===== src/design/sine_tone_generator_unit_assert.svh =====
// assertion macros for the sine tone generator
// expects clk and rst_n in the scope of the module that uses them
`ifndef SINE_TONE_GENERATOR_UNIT_ASSERT_SVH
`define SINE_TONE_GENERATOR_UNIT_ASSERT_SVH

// same-cycle implication, disabled during reset
`define STG_ASSERT_IMPL(label, ante, cons, msg) \
    label: assert property (@(posedge clk) disable iff (!rst_n) (ante) |-> (cons)) \
        else $error(msg);

// next-cycle implication, disabled during reset
`define STG_ASSERT_NEXT(label, ante, cons, msg) \
    label: assert property (@(posedge clk) disable iff (!rst_n) (ante) |=> (cons)) \
        else $error(msg);

`endif


===== src/design/stg_pkg.sv =====
// shared types, constants and the sine table for the sine tone generator
// no dependencies
`default_nettype none

package stg_pkg;

    localparam int TABLE_SIZE       = 45;
    localparam int CLOCK_HZ         = 25000000;
    localparam int REFERENCE_OCTAVE = 4;

    localparam int IDX_W      = $clog2(TABLE_SIZE);
    localparam int CNT32_W    = 32;
    localparam int NOTE_W     = 12;
    localparam int OCT_W      = 4;
    localparam int BEATS_W    = 4;
    localparam int BPM_W      = 10;
    localparam int DAC_W      = 10;
    localparam int VOL_W      = 4;
    localparam int FREQ_W     = NOTE_W + REFERENCE_OCTAVE;
    localparam int DIVIDEND_W = $clog2(CLOCK_HZ + 1);
    localparam int DIVISOR_W  = FREQ_W + $clog2(TABLE_SIZE + 1);
    localparam int STEP_W     = $clog2(DIVIDEND_W + 1);
    localparam int DURNUM_W   = 10;
    localparam int PROD_W     = 2 * DIVIDEND_W;

    localparam logic [VOL_W-1:0] VOL_MAX     = 4'd10;
    localparam logic [VOL_W-1:0] VOL_DEFAULT = 4'd5;
    localparam int               MIDPOINT    = 410;
    localparam int               SECS_PER_MIN = 60;

    localparam logic [1:0] ACT_TICK = 2'd0;
    localparam logic [1:0] ACT_PLAY = 2'd1;
    localparam logic [1:0] ACT_STOP = 2'd2;

    localparam logic [DAC_W-1:0] SINE_ROM [TABLE_SIZE] = '{
        10'd410, 10'd467, 10'd523, 10'd576, 10'd627, 10'd673, 10'd714, 10'd749, 10'd778,
        10'd799, 10'd813, 10'd819, 10'd817, 10'd807, 10'd789, 10'd764, 10'd732, 10'd694,
        10'd650, 10'd602, 10'd550, 10'd495, 10'd438, 10'd381, 10'd324, 10'd270, 10'd217,
        10'd169, 10'd125, 10'd87,  10'd55,  10'd30,  10'd12,  10'd2,   10'd0,   10'd6,
        10'd20,  10'd41,  10'd70,  10'd105, 10'd146, 10'd193, 10'd243, 10'd297, 10'd353
    };

    typedef enum logic [1:0] {
        ST_IDLE,
        ST_PERIOD,
        ST_DURATION,
        ST_FINISH
    } state_t;

    typedef struct packed {
        logic [1:0]         action;
        logic [NOTE_W-1:0]  note_hz;
        logic [OCT_W-1:0]   octave;
        logic [BEATS_W-1:0] beats;
        logic [BPM_W-1:0]   tempo_bpm;
    } req_t;

    typedef struct packed {
        logic [DAC_W-1:0] dac_value;
        logic             playing;
        logic             sample_strobe;
    } rsp_t;

    typedef struct packed {
        logic                  start;
        logic [DIVIDEND_W-1:0] dividend;
        logic [DIVISOR_W-1:0]  divisor;
    } div_req_t;

    typedef struct packed {
        logic                  done;
        logic [DIVIDEND_W-1:0] quotient;
    } div_rsp_t;

    // table entry scaled around the midpoint by the divisor 10 / volume,
    // truncating toward zero; volume zero is handled by the caller
    function automatic logic [DAC_W-1:0] scale_sample(
        input logic [IDX_W-1:0] idx,
        input logic [VOL_W-1:0] vol
    );
        logic signed [DAC_W:0] centered;
        logic [8:0]            mag;
        logic [18:0]           prod;
        logic [8:0]            q;
        logic signed [DAC_W:0] v;
        centered = signed'({1'b0, SINE_ROM[idx]}) - 11'(MIDPOINT);
        mag      = centered[DAC_W] ? 9'(-centered) : 9'(centered);
        prod     = '0;
        case (vol) inside
            4'd1:
            begin
                // divide by ten
                prod = 19'(mag) * 19'd205;
                q    = 9'(prod >> 11);
            end
            4'd2:
            begin
                // divide by five
                prod = 19'(mag) * 19'd205;
                q    = 9'(prod >> 10);
            end
            4'd3:
            begin
                // divide by three
                prod = 19'(mag) * 19'd683;
                q    = 9'(prod >> 11);
            end
            [4'd4:4'd5]: q = mag >> 1;
            default:     q = mag;
        endcase
        v = centered[DAC_W] ? -signed'({2'b00, q}) : signed'({2'b00, q});
        v = v + 11'(MIDPOINT);
        return DAC_W'(v);
    endfunction

endpackage

`default_nettype wire


===== src/design/sine_tone_generator_unit.sv =====
// tick and stop items: result registered the cycle after accept, one item per
// cycle while rsp_stall is low; play items wait on the shared restoring divider
// (one quotient bit per cycle), used once for the sample period and once for
// the beat count; no new item is taken meanwhile
// reset (rst_n low, asynchronous): not playing, counters zero, volume 5
`default_nettype none
`include "sine_tone_generator_unit_assert.svh"

module sine_tone_generator_unit (
    input  wire logic                      clk,
    input  wire logic                      rst_n,
    // request channel
    input  wire logic                      req_valid,
    output logic                           req_stall,
    input  wire stg_pkg::req_t             req,
    // result channel
    output logic                           rsp_valid,
    input  wire logic                      rsp_stall,
    output stg_pkg::rsp_t                  rsp,
    // volume register
    input  wire logic                      cfg_write_en,
    input  wire logic [stg_pkg::VOL_W-1:0] cfg_write_data
);

    localparam logic [stg_pkg::CNT32_W-1:0] CNT_MAX = '1;

    // sequencer and tone state
    stg_pkg::state_t                  state_reg, state_next;
    logic [stg_pkg::VOL_W-1:0]        volume_reg;
    logic [stg_pkg::IDX_W-1:0]        idx_reg, idx_next;
    logic [stg_pkg::CNT32_W-1:0]      scnt_reg, scnt_next;
    logic [stg_pkg::CNT32_W-1:0]      period_reg, period_next;
    logic [stg_pkg::CNT32_W-1:0]      dcnt_reg, dcnt_next;
    logic [stg_pkg::CNT32_W-1:0]      limit_reg, limit_next;
    logic                             active_reg, active_next;
    logic [stg_pkg::DAC_W-1:0]        outv_reg, outv_next;

    // operands held for the second divide
    logic [stg_pkg::DURNUM_W-1:0]     durnum_reg, durnum_next;
    logic [stg_pkg::BPM_W-1:0]        bpm_reg, bpm_next;

    // output register
    logic                             rsp_valid_reg, rsp_valid_next;
    stg_pkg::rsp_t                    rsp_reg, rsp_next;

    // shared divider
    stg_pkg::div_req_t                div_req;
    stg_pkg::div_rsp_t                div_rsp;

    logic                             slot_free;
    logic                             accept;
    logic                             emit;
    logic                             strobe;
    logic [stg_pkg::FREQ_W-1:0]       freq;
    logic [stg_pkg::CNT32_W-1:0]      scnt_inc;
    logic [stg_pkg::CNT32_W-1:0]      dcnt_inc;
    logic [stg_pkg::PROD_W-1:0]       dur_prod;

    stg_divider u_divider (
        .clk   (clk),
        .rst_n (rst_n),
        .req   (div_req),
        .rsp   (div_rsp)
    );

    // output slot is free when empty or being taken this cycle
    assign slot_free = !rsp_valid_reg || !rsp_stall;
    assign req_stall = (state_reg != stg_pkg::ST_IDLE) || !slot_free;
    assign accept    = req_valid && !req_stall;

    // note shifted by octave relative to the reference octave
    always_comb
    begin
        if (req.octave <= stg_pkg::OCT_W'(stg_pkg::REFERENCE_OCTAVE))
            freq = stg_pkg::FREQ_W'(req.note_hz)
                   << (stg_pkg::OCT_W'(stg_pkg::REFERENCE_OCTAVE) - req.octave);
        else
            freq = stg_pkg::FREQ_W'(req.note_hz
                   >> (req.octave - stg_pkg::OCT_W'(stg_pkg::REFERENCE_OCTAVE)));
    end

    // saturating counter increments for a tick
    assign scnt_inc = (scnt_reg == CNT_MAX) ? scnt_reg : scnt_reg + 1'b1;
    assign dcnt_inc = (dcnt_reg == CNT_MAX) ? dcnt_reg : dcnt_reg + 1'b1;

    // clock rate times whole beat-seconds, from the registered quotient
    assign dur_prod = stg_pkg::PROD_W'(div_rsp.quotient)
                      * stg_pkg::PROD_W'(stg_pkg::CLOCK_HZ);

    always_comb
    begin
        state_next     = state_reg;
        idx_next       = idx_reg;
        scnt_next      = scnt_reg;
        period_next    = period_reg;
        dcnt_next      = dcnt_reg;
        limit_next     = limit_reg;
        active_next    = active_reg;
        outv_next      = outv_reg;
        durnum_next    = durnum_reg;
        bpm_next       = bpm_reg;
        rsp_valid_next = rsp_valid_reg && rsp_stall;
        rsp_next       = rsp_reg;
        div_req        = '0;
        emit           = 1'b0;
        strobe         = 1'b0;

        case (state_reg)
            stg_pkg::ST_IDLE:
            begin
                if (accept)
                begin
                    emit = 1'b1;
                    case (req.action)
                        stg_pkg::ACT_PLAY:
                        begin
                            if (freq == '0)
                            begin
                                // zero frequency behaves as a stop
                                idx_next    = '0;
                                scnt_next   = '0;
                                dcnt_next   = '0;
                                active_next = 1'b0;
                                outv_next   = '0;
                            end
                            else
                            begin
                                // period = clock / (freq * table size)
                                emit             = 1'b0;
                                div_req.start    = 1'b1;
                                div_req.dividend = stg_pkg::DIVIDEND_W'(stg_pkg::CLOCK_HZ);
                                div_req.divisor  = stg_pkg::DIVISOR_W'(freq)
                                    * stg_pkg::DIVISOR_W'(stg_pkg::TABLE_SIZE);
                                durnum_next      = stg_pkg::DURNUM_W'(req.beats)
                                    * stg_pkg::DURNUM_W'(stg_pkg::SECS_PER_MIN);
                                bpm_next         = req.tempo_bpm;
                                state_next       = stg_pkg::ST_PERIOD;
                            end
                        end
                        stg_pkg::ACT_STOP:
                        begin
                            idx_next    = '0;
                            scnt_next   = '0;
                            dcnt_next   = '0;
                            active_next = 1'b0;
                            outv_next   = '0;
                        end
                        stg_pkg::ACT_TICK:
                        begin
                            if (active_reg)
                            begin
                                // sample handling first
                                scnt_next = scnt_inc;
                                if (scnt_inc >= period_reg)
                                begin
                                    scnt_next = '0;
                                    strobe    = 1'b1;
                                    if (volume_reg == '0)
                                        outv_next = '0;
                                    else
                                    begin
                                        outv_next = stg_pkg::scale_sample(idx_reg, volume_reg);
                                        if (idx_reg ==
                                            stg_pkg::IDX_W'(stg_pkg::TABLE_SIZE - 1))
                                            idx_next = '0;
                                        else
                                            idx_next = idx_reg + 1'b1;
                                    end
                                end
                                // then the duration check
                                dcnt_next = dcnt_inc;
                                if (dcnt_inc >= limit_reg)
                                begin
                                    idx_next    = '0;
                                    scnt_next   = '0;
                                    dcnt_next   = '0;
                                    active_next = 1'b0;
                                    outv_next   = '0;
                                end
                            end
                        end
                        default:
                        begin
                            // unused action code: no change
                        end
                    endcase
                end
            end
            stg_pkg::ST_PERIOD:
            begin
                if (div_rsp.done)
                begin
                    period_next = (div_rsp.quotient == '0) ? stg_pkg::CNT32_W'(1)
                                  : stg_pkg::CNT32_W'(div_rsp.quotient);
                    // seconds = (60 * beats) / bpm, bpm zero taken as one
                    div_req.start    = 1'b1;
                    div_req.dividend = stg_pkg::DIVIDEND_W'(durnum_reg);
                    div_req.divisor  = (bpm_reg == '0) ? stg_pkg::DIVISOR_W'(1)
                                       : stg_pkg::DIVISOR_W'(bpm_reg);
                    state_next       = stg_pkg::ST_DURATION;
                end
            end
            stg_pkg::ST_DURATION:
            begin
                if (div_rsp.done)
                begin
                    limit_next  = (|dur_prod[stg_pkg::PROD_W-1:stg_pkg::CNT32_W]) ? CNT_MAX
                                  : dur_prod[stg_pkg::CNT32_W-1:0];
                    scnt_next   = '0;
                    dcnt_next   = '0;
                    active_next = 1'b1;
                    state_next  = stg_pkg::ST_FINISH;
                end
            end
            stg_pkg::ST_FINISH:
            begin
                // deliver the play item's result once the slot opens
                if (slot_free)
                begin
                    emit       = 1'b1;
                    state_next = stg_pkg::ST_IDLE;
                end
            end
            default:
            begin
                state_next = stg_pkg::ST_IDLE;
            end
        endcase

        if (emit)
        begin
            rsp_valid_next         = 1'b1;
            rsp_next.dac_value     = outv_next;
            rsp_next.playing       = active_next;
            rsp_next.sample_strobe = strobe;
        end
    end

    // control and tone state
    always_ff @(posedge clk or negedge rst_n)
    begin
        if (!rst_n)
        begin
            state_reg     <= stg_pkg::ST_IDLE;
            idx_reg       <= '0;
            scnt_reg      <= '0;
            period_reg    <= '0;
            dcnt_reg      <= '0;
            limit_reg     <= '0;
            active_reg    <= 1'b0;
            outv_reg      <= '0;
            rsp_valid_reg <= 1'b0;
        end
        else
        begin
            state_reg     <= state_next;
            idx_reg       <= idx_next;
            scnt_reg      <= scnt_next;
            period_reg    <= period_next;
            dcnt_reg      <= dcnt_next;
            limit_reg     <= limit_next;
            active_reg    <= active_next;
            outv_reg      <= outv_next;
            rsp_valid_reg <= rsp_valid_next;
        end
    end

    // volume register, out-of-range writes fall back to the default
    always_ff @(posedge clk or negedge rst_n)
    begin
        if (!rst_n)
            volume_reg <= stg_pkg::VOL_DEFAULT;
        else if (cfg_write_en)
            volume_reg <= (cfg_write_data <= stg_pkg::VOL_MAX) ? cfg_write_data
                          : stg_pkg::VOL_DEFAULT;
    end

    // payload registers
    always_ff @(posedge clk)
    begin
        durnum_reg <= durnum_next;
        bpm_reg    <= bpm_next;
        rsp_reg    <= rsp_next;
    end

    assign rsp_valid = rsp_valid_reg;
    assign rsp       = rsp_reg;

    `STG_ASSERT_IMPL(a_busy_stalls, state_reg != stg_pkg::ST_IDLE, req_stall,
        "request taken while a play item is in progress")
    `STG_ASSERT_IMPL(a_period_set, active_reg, period_reg != '0,
        "tone active with zero sample period")
    `STG_ASSERT_IMPL(a_index_range, 1'b1,
        idx_reg <= stg_pkg::IDX_W'(stg_pkg::TABLE_SIZE - 1),
        "table index beyond the sine table")
    `STG_ASSERT_NEXT(a_period_to_dur, state_reg == stg_pkg::ST_PERIOD && div_rsp.done,
        state_reg == stg_pkg::ST_DURATION,
        "period divide finished without starting the duration divide")

endmodule

`default_nettype wire


===== src/design/stg_divider.sv =====
// restoring divider, one quotient bit per cycle
// depends on stg_pkg for widths and the request and response structs
`default_nettype none

module stg_divider (
    input  wire logic             clk,
    input  wire logic             rst_n,
    input  wire stg_pkg::div_req_t req,
    output stg_pkg::div_rsp_t     rsp
);

    localparam logic [stg_pkg::STEP_W-1:0] LAST_STEP =
        stg_pkg::STEP_W'(stg_pkg::DIVIDEND_W - 1);

    logic                             busy_reg, busy_next;
    logic                             done_reg, done_next;
    logic [stg_pkg::STEP_W-1:0]       step_reg, step_next;
    logic [stg_pkg::DIVISOR_W-1:0]    rem_reg, rem_next;
    logic [stg_pkg::DIVIDEND_W-1:0]   quo_reg, quo_next;
    logic [stg_pkg::DIVISOR_W-1:0]    dvsr_reg, dvsr_next;

    logic [stg_pkg::DIVISOR_W:0]      shifted;
    logic [stg_pkg::DIVISOR_W:0]      diff;
    logic                             fits;

    always_comb
    begin
        shifted   = {rem_reg, quo_reg[stg_pkg::DIVIDEND_W-1]};
        diff      = shifted - {1'b0, dvsr_reg};
        fits      = shifted >= {1'b0, dvsr_reg};
        busy_next = busy_reg;
        done_next = 1'b0;
        step_next = step_reg;
        rem_next  = rem_reg;
        quo_next  = quo_reg;
        dvsr_next = dvsr_reg;
        if (req.start)
        begin
            busy_next = 1'b1;
            step_next = '0;
            rem_next  = '0;
            quo_next  = req.dividend;
            dvsr_next = req.divisor;
        end
        else if (busy_reg)
        begin
            rem_next  = fits ? diff[stg_pkg::DIVISOR_W-1:0] : shifted[stg_pkg::DIVISOR_W-1:0];
            quo_next  = {quo_reg[stg_pkg::DIVIDEND_W-2:0], fits};
            step_next = step_reg + 1'b1;
            if (step_reg == LAST_STEP)
            begin
                busy_next = 1'b0;
                done_next = 1'b1;
            end
        end
    end

    always_ff @(posedge clk or negedge rst_n)
    begin
        if (!rst_n)
        begin
            busy_reg <= 1'b0;
            done_reg <= 1'b0;
            step_reg <= '0;
        end
        else
        begin
            busy_reg <= busy_next;
            done_reg <= done_next;
            step_reg <= step_next;
        end
    end

    always_ff @(posedge clk)
    begin
        rem_reg  <= rem_next;
        quo_reg  <= quo_next;
        dvsr_reg <= dvsr_next;
    end

    assign rsp.done     = done_reg;
    assign rsp.quotient = quo_reg;

endmodule

`default_nettype wire

===== config.mk =====
export PLATFORM = sky130hd
export DESIGN_NAME = sine_tone_generator_unit
export DESIGN_NICKNAME = d
export VERILOG_FILES = /design/src/design/stg_pkg.sv /design/src/design/sine_tone_generator_unit.sv /design/src/design/stg_divider.sv
export VERILOG_INCLUDE_DIRS = /design/src /design/src/design
export SDC_FILE = /design/constraint.sdc
export NUM_CORES = 2
export LEC_CHECK = 0
export ABC_CLOCK_PERIOD_IN_PS = 25700
export BUFFER_PORTS_ARGS = -buffer_cell sky130_fd_sc_hd__buf_2
export CORE_ASPECT_RATIO = 0.7
export CORE_MARGIN = 1
export CORE_UTILIZATION = 55
export CTS_CLUSTER_SIZE = 16
export DETAILED_ROUTE_END_ITERATION = 10
export PLACE_DENSITY = 0.7
export SLEW_MARGIN = 20
export SYNTH_ARGS = -nofsm -noshare
export SYNTH_HDL_FRONTEND = slang
export SYNTH_SLANG_ARGS = --single-unit

===== constraint.sdc =====
create_clock -name clk -period 25.7 [get_ports clk]
set_input_delay 1.285 -clock clk [delete_from_list [all_inputs] [get_ports clk]]
set_output_delay 1.285 -clock clk [all_outputs]
set_load 0.02 [all_outputs]

# == After elaboration in Yosys (flattened, before gate mapping) ==
# Memory sizes are Yosys's and may differ from the RTL's.
# Cells that the tools add are included.
# word_totals
latch_bits,0
output_inout_bits,14
regBits,258
ramBits,0
memories,1
mem_bits_ro,640
# op_classes
n_eq_ne,25
div,0
mux,86
n_lt_le_gt_ge,8
shifts,2
multipliers,5
reduce_logical,27
bitwise_logic,2
add_sub_neg,11
# memory_table
memory,depth,word_bits,rd,rd_ports_with_merged_regs,write_ports,line_no,text
(name not given),64,10,1,0,0,stg_pkg.sv:86,"centered = signed'({1'b0, SINE_ROM[idx]}) - 11'(MIDPOINT);"
# ops
op,count
two-way mux 32 bit,12
two-way mux 48 bit,4
one-hot mux 32 bit (3 select lines),2
one-hot mux 32 bit (2 select lines),2
two-way mux 10 bit,11
two-way mux 9 bit,11
one-hot mux 48 bit (2 select lines),1
two-way mux 25 bit,3
adder 32 x 1 -> 32 bit (second input constant),2
equality test 32 bit (second input constant),2
>= comparator 32 bit,2
multiplier 25 x 19 -> 44 bit (second input constant),1
two-way mux 6 bit,6
one-hot mux 10 bit (3 select lines),1
zero test 25 bit,1
>= comparator 23 x 22 -> 1 bit,1
multiplier 16 x 6 -> 22 bit (second input constant),1
two-way mux 22 bit,1
subtractor 22 bit,1
multiplier 9 x 10 -> 19 bit (second input constant),1
one-hot mux 6 bit (3 select lines),1
OR reduction 18 bit,1
multiplier 9 x 8 -> 17 bit (second input constant),1
two-way mux 1 bit,17
47 further kinds,80

# == Longest topological paths before layout ==
# depth
depth_word,27
mapped_depth,41
ltp_nobuf,40

# == By module ==
# From an unflattened synthesis, not the netlist that was laid out.
# hier_totals
hier_cells,3291
hier_area_um2,30732.0
# by_module_without_submodules
mod,area_each_um2,cells_each,n_inst,seq_area_each_um2
sine_tone_generator_unit,26514.2,2892,1,4406.7
stg_divider,4217.8,399,1,2026.9

# == Least setup slack after synthesis ==
# OpenSTA, ideal clock, no wires.
# synth_timing
path_type,flip-flop to flip-flop
start,reg idx_reg[1] in the netlist's numbering
end,"reg rsp_reg (netlist bit rsp[11]), data pin"
period_less_slack_ps,8820
path_buffers,1
arrival_ps,8551
slack_ps,16880
setup_time_ps,269
required_time_ps,25431
stages_incl_launch_ff,40
cell_sequence,dfrtp_1 > clkbuf_1 > inv_1 > ha_1 > nor2b_1 > o32ai_1 > a211oi_2 > ha_1 > inv_1 > nand2_1 > mux2_2 > nand3b_1 > nor2_1 > nand3_1 > nand2_1 > xnor2_1 > ha_1 > inv_1 > [... 4 more ...] > fa_1 > inv_1 > ha_1 > a21o_1 > a21o_1 > o21a_1 > o21ai_0 > nand3_1 > a32o_1 > a221o_1 > ha_1 > nor2_1 > xor2_1 > ha_1 > or2_2 > o211ai_2 > and4_1 > o31ai_2
# synth_between
elab_chain_cells,27
# synth_lines
item,line_no,text
"start, declared",sine_tone_generator_unit.sv:30,"logic [stg_pkg::IDX_W-1:0] idx_reg, idx_next;"
"start signal, assigned",sine_tone_generator_unit.sv:257,idx_reg <= idx_next;
NOT 6 -> 7 bit (not written as such) (*),stg_pkg.sv:86,
memory (64 x 10 bit) (*),--,
two-way mux 10 bit (not written as such) (*) (2 in series),stg_pkg.sv:86,
subtractor 10 x 9 -> 11 bit (*),stg_pkg.sv:86,
negation 9 bit,stg_pkg.sv:87,mag = centered[DAC_W] ? 9'(-centered) : 9'(centered);
two-way mux 9 bit,stg_pkg.sv:87,
multiplier 9 x 10 -> 19 bit / two-way mux 9 bit (equally long branches),"stg_pkg.sv:105, stg_pkg.sv:89",
two-way mux 9 bit (3 in series),stg_pkg.sv:89,case (vol) inside
[... 9 more ...],--,
two-way mux 10 bit (*),sine_tone_generator_unit.sv:158,if (volume_reg == '0)
two-way mux 10 bit (*),sine_tone_generator_unit.sv:154,if (scnt_inc >= period_reg)
two-way mux 10 bit (*),sine_tone_generator_unit.sv:172,if (dcnt_inc >= limit_reg)
two-way mux 10 bit (*),sine_tone_generator_unit.sv:150,if (active_reg)
one-hot mux 10 bit (3 select lines) (*),sine_tone_generator_unit.sv:114,case (req.action)
two-way mux 10 bit (*),sine_tone_generator_unit.sv:111,if (accept)
two-way mux 10 bit (*),sine_tone_generator_unit.sv:108,case (state_reg)
named net outv_next (one bit),sine_tone_generator_unit.sv:36,"logic [stg_pkg::DAC_W-1:0] outv_reg, outv_next;"
"end signal, assigned",sine_tone_generator_unit.sv:283,rsp_reg <= rsp_next;
"end, declared",sine_tone_generator_unit.sv:44,"stg_pkg::rsp_t rsp_reg, rsp_next;"
# The timed path passes the listed nets; every way through them passes the cells marked *. The select of a mux whose other input is x is not followed.
# A chain may end at the register's enable or synchronous reset.

# == Worst setup path in the final report ==
# Same ends and word-level chain as after synthesis.

==> results.json <==
{
  "status": "completed",
  "rows": 71,
  "end_kind": "flip-flop",
  "synthCells": 3256,
  "crit_path_start": "idx_reg[1]",
  "cts.hold.buffers_added": 0,
  "drc_errors": 0,
  "cp_slowest_cell": "dfrtp_1",
  "setup_viol": 0,
  "regToRegSetupSlack_ns": 15.54,
  "ant_nets": 0,
  "synth_nets": 4001,
  "drtIter0Drc": 1763,
  "cts_buffers": 27,
  "wire_per_inst_um": 18.0,
  "first_pass_iters": 5,
  "antenna_found_initial": 0,
  "grt_pass1_wl_mm": 120,
  "n_antenna_cell": 0,
  "area_growth_syn_to_layout_pct": 5.91,
  "grtUsageTotal_pct": 26.3,
  "overflow": 0,
  "async_reset_ff_share_pct": 59.8,
  "r2r-start": "idx_reg[1]",
  "dieHeight_um": 199,
  "post_cts_resized": 0,
  "cts_sinks": 246,
  "wl_mm": 72.5,
  "io_pins": 55,
  "clockBufferDepth": 3,
  "hold_start": "outv_reg[9]",
  "startpoint_type": "flip-flop",
  "worst_pin_slew_ns": 1.02,
  "crit_type": "flip-flop to flip-flop",
  "ys_ff_latch": 246,
  "drive_gt1_share_pct": 6.19,
  "die_w_um": 283,
  "cpMostUsedCell": "ha_1",
  "cts.clk_slew.worst_paths_ns": 0.06,
  "clk-insertion-delay-late_ns": 0.57,
  "cp.required_ns": 26.00,
  "detail_route.vias_per_cell": 5.70,
  "slowest_delay_ns": 0.75,
  "drv_slew": 0,
  "hold_viol_final": 0,
  "gp_congestion": 0.950,
  "grt_max_degree": 83,
  "coreArea_um2": 54200,
  "hp-class": "flip-flop to flip-flop",
  "mappedNetlistArea_um2": 30400,
  "nNetsFinal": 4018,
  "fmax_mhz": 98.4,
  "synth-edff-count": 77,
  "clock-skew-final_ns": 0.0171,
  "maxCapViolCount": 0,
  "grt_pass1_vias": 22800,
  "synth_cell_types": 108,
  "period_needed_ns": 10.16,
  "worstReg2RegEnd": "rsp[11]",
  "period_share_pct": 39.5,
  "ys.flop_type": "dfrtp_1",
  "slew_headroom_pct": 31.9,
  "syn_avg_cell_area_um2": 9.35,
  "rsz0062_at_grt": "no",
  "reg2reg_depth": 37,
  "crit_end": "rsp[11]",
  "die_area_um2": 56300,
  "initial_core_util_pct": 56.2,
  "ys_seq_area_share_pct": 21.1,
  "ys_warn_count": 0,
  "clockRootBuffer": "clkbuf_16",
  "h-tree-depth": 1,
  "place_hpwl_mm": 58.4,
  "post-cts-setup-buffer-count": 0,
  "place.port_buffers": 54,
  "dr_total_vias": 22900,
  "cp.arrival_ns": 10.47,
  "tns_ns": 0,
  "path_max_fanout": 18,
  "cts_tree": "done"
}
[layout by cell type (no fill, tap or decap), drive strengths merged, types with 15 or more instances in the layout]
cell	instances
fa	284
a21o	63
a22o	25
a31oi	22
nand3	69
mux4	17
nand2b	49
nor4	16
dfxtp	22
a211oi	17
dfrtp	145
inv	614
nor2	178
mux2i	48
o31ai	25
and3	27
clkbuf	31
nand2	207
xor2	53
and2	36
xnor2	109
o21bai	19
edfxtp	77
o21a	15
buf	73
ha	420
nand4	28
a21oi	158
nor3	34
o21ai	174
nor2b	25
[stage by stage]
| stage | std cells | worst slack (ns) | hold WS [ns] | area [µm²] | utilization [%] |
|---|---|---|---|---|---|
| floorplan | 3256 | 16.88 | 0.442 | 30400 | - |
| global placement | 3974 | 15.97 | 0.457 | 31400 | 57.9 |
| detailed placement | 3974 | 15.77 | 0.461 | 31400 | 57.9 |
| CTS | 4024 | 15.72 | 0.475 | 32200 | 59.5 |
| global route | 4024 | 14.96 | 0.511 | 32200 | 59.5 |
| finish | 4024 | 15.54 | 0.473 | 32200 | 59.5 |
[critical path, delay by kind of cell (launching register included)]
family,cells,cell delay [ns]
fa+ha+maj,9,3.43
compound gates,10,1.93
flops,1,0.75
xor+xnor,3,1.07
buf+inv,4,0.45
simple gates,10,2.08
mux,1,0.16
[worst min-delay path by stage]
stage                  end  slack [ns]  cells past startpoint
6_report       outv_reg[9]        0.47                      2
5_1_grt        outv_reg[9]        0.51                      2
4_1_cts        outv_reg[9]        0.48                      2
3_5_place_dp   outv_reg[9]        0.46                      2
3_3_place_gp   outv_reg[9]        0.46                      2
2_1_floorplan  outv_reg[9]        0.44                      2
[cell usage after synthesis (all sizes together) (7+ instances only)]
master,instances,area [µm²]
a32oi,7,68.8
a22o,25,219
mux4,17,383
clkbuf,54,203
buf,31,205
mux2i,48,480
edfxtp,77,2310
nand4,28,190
nor3,34,170
o31ai,25,206
nor2,178,668
o211ai,13,113
dfxtp,22,440
fa,284,5690
nand2,207,780
xor2,53,472
nor2b,25,156
inv,613,2300
a211o,7,61.3
o22ai,10,62.6
a21o,63,473
and3,27,169
or3,7,43.8
a21boi,12,113
o21bai,19,143
and4,8,70.1
ha,420,5260
a21oi,158,802
a211oi,17,148
nor4,16,106
nand2b,49,307
or2,12,75.1
o2111ai,9,97.6
and2,36,228
mux2,9,105
dfrtp,145,3630
nand3,69,350
o21ai,174,875
xnor2,109,977
a31oi,22,153
o21a,15,120
[metal layers]
metal / vias to the layer above / GRT usage (%) / part of all wire (%)
met1: 11300 / 41.3 / 50
li1: 11000 / - / -
met5: - / 0 / 0
met3: 49 / 3.51 / 5.9
met2: 570 / 38.9 / 43
met4: 0 / 3.44 / 1.1
[area by class of cell]
cell class / instances / area (µm²)
inverters: 614 / 2300
clock buffers: 31 / 701
flip-flops and latches: 246 / 6430
fillers: 4707 / 22000
multi-input cells: 2311 / 21300
repair buffers: 73 / 423
clock inverters: 19 / 131
well taps: 730 / 913
[logic make-up after synthesis]
| group | Yosys count | share of synthesized area (%) |
|---|---|---|
| xor gates and xnor gates | 162 | 4.76 |
| AOI/OAI and AO/OA | 649 | 14.5 |
| and+or+nand+nor | 722 | 11.6 |
| buffers and inverters | 699 | 8.91 |
| DFF | 246 | 21.1 |
| adders and majority gates | 704 | 35.9 |
| muxes | 74 | 3.18 |
Power is not shown: default switching activity piles up to over one toggle a cycle in this logic, so the estimate is an artifact.
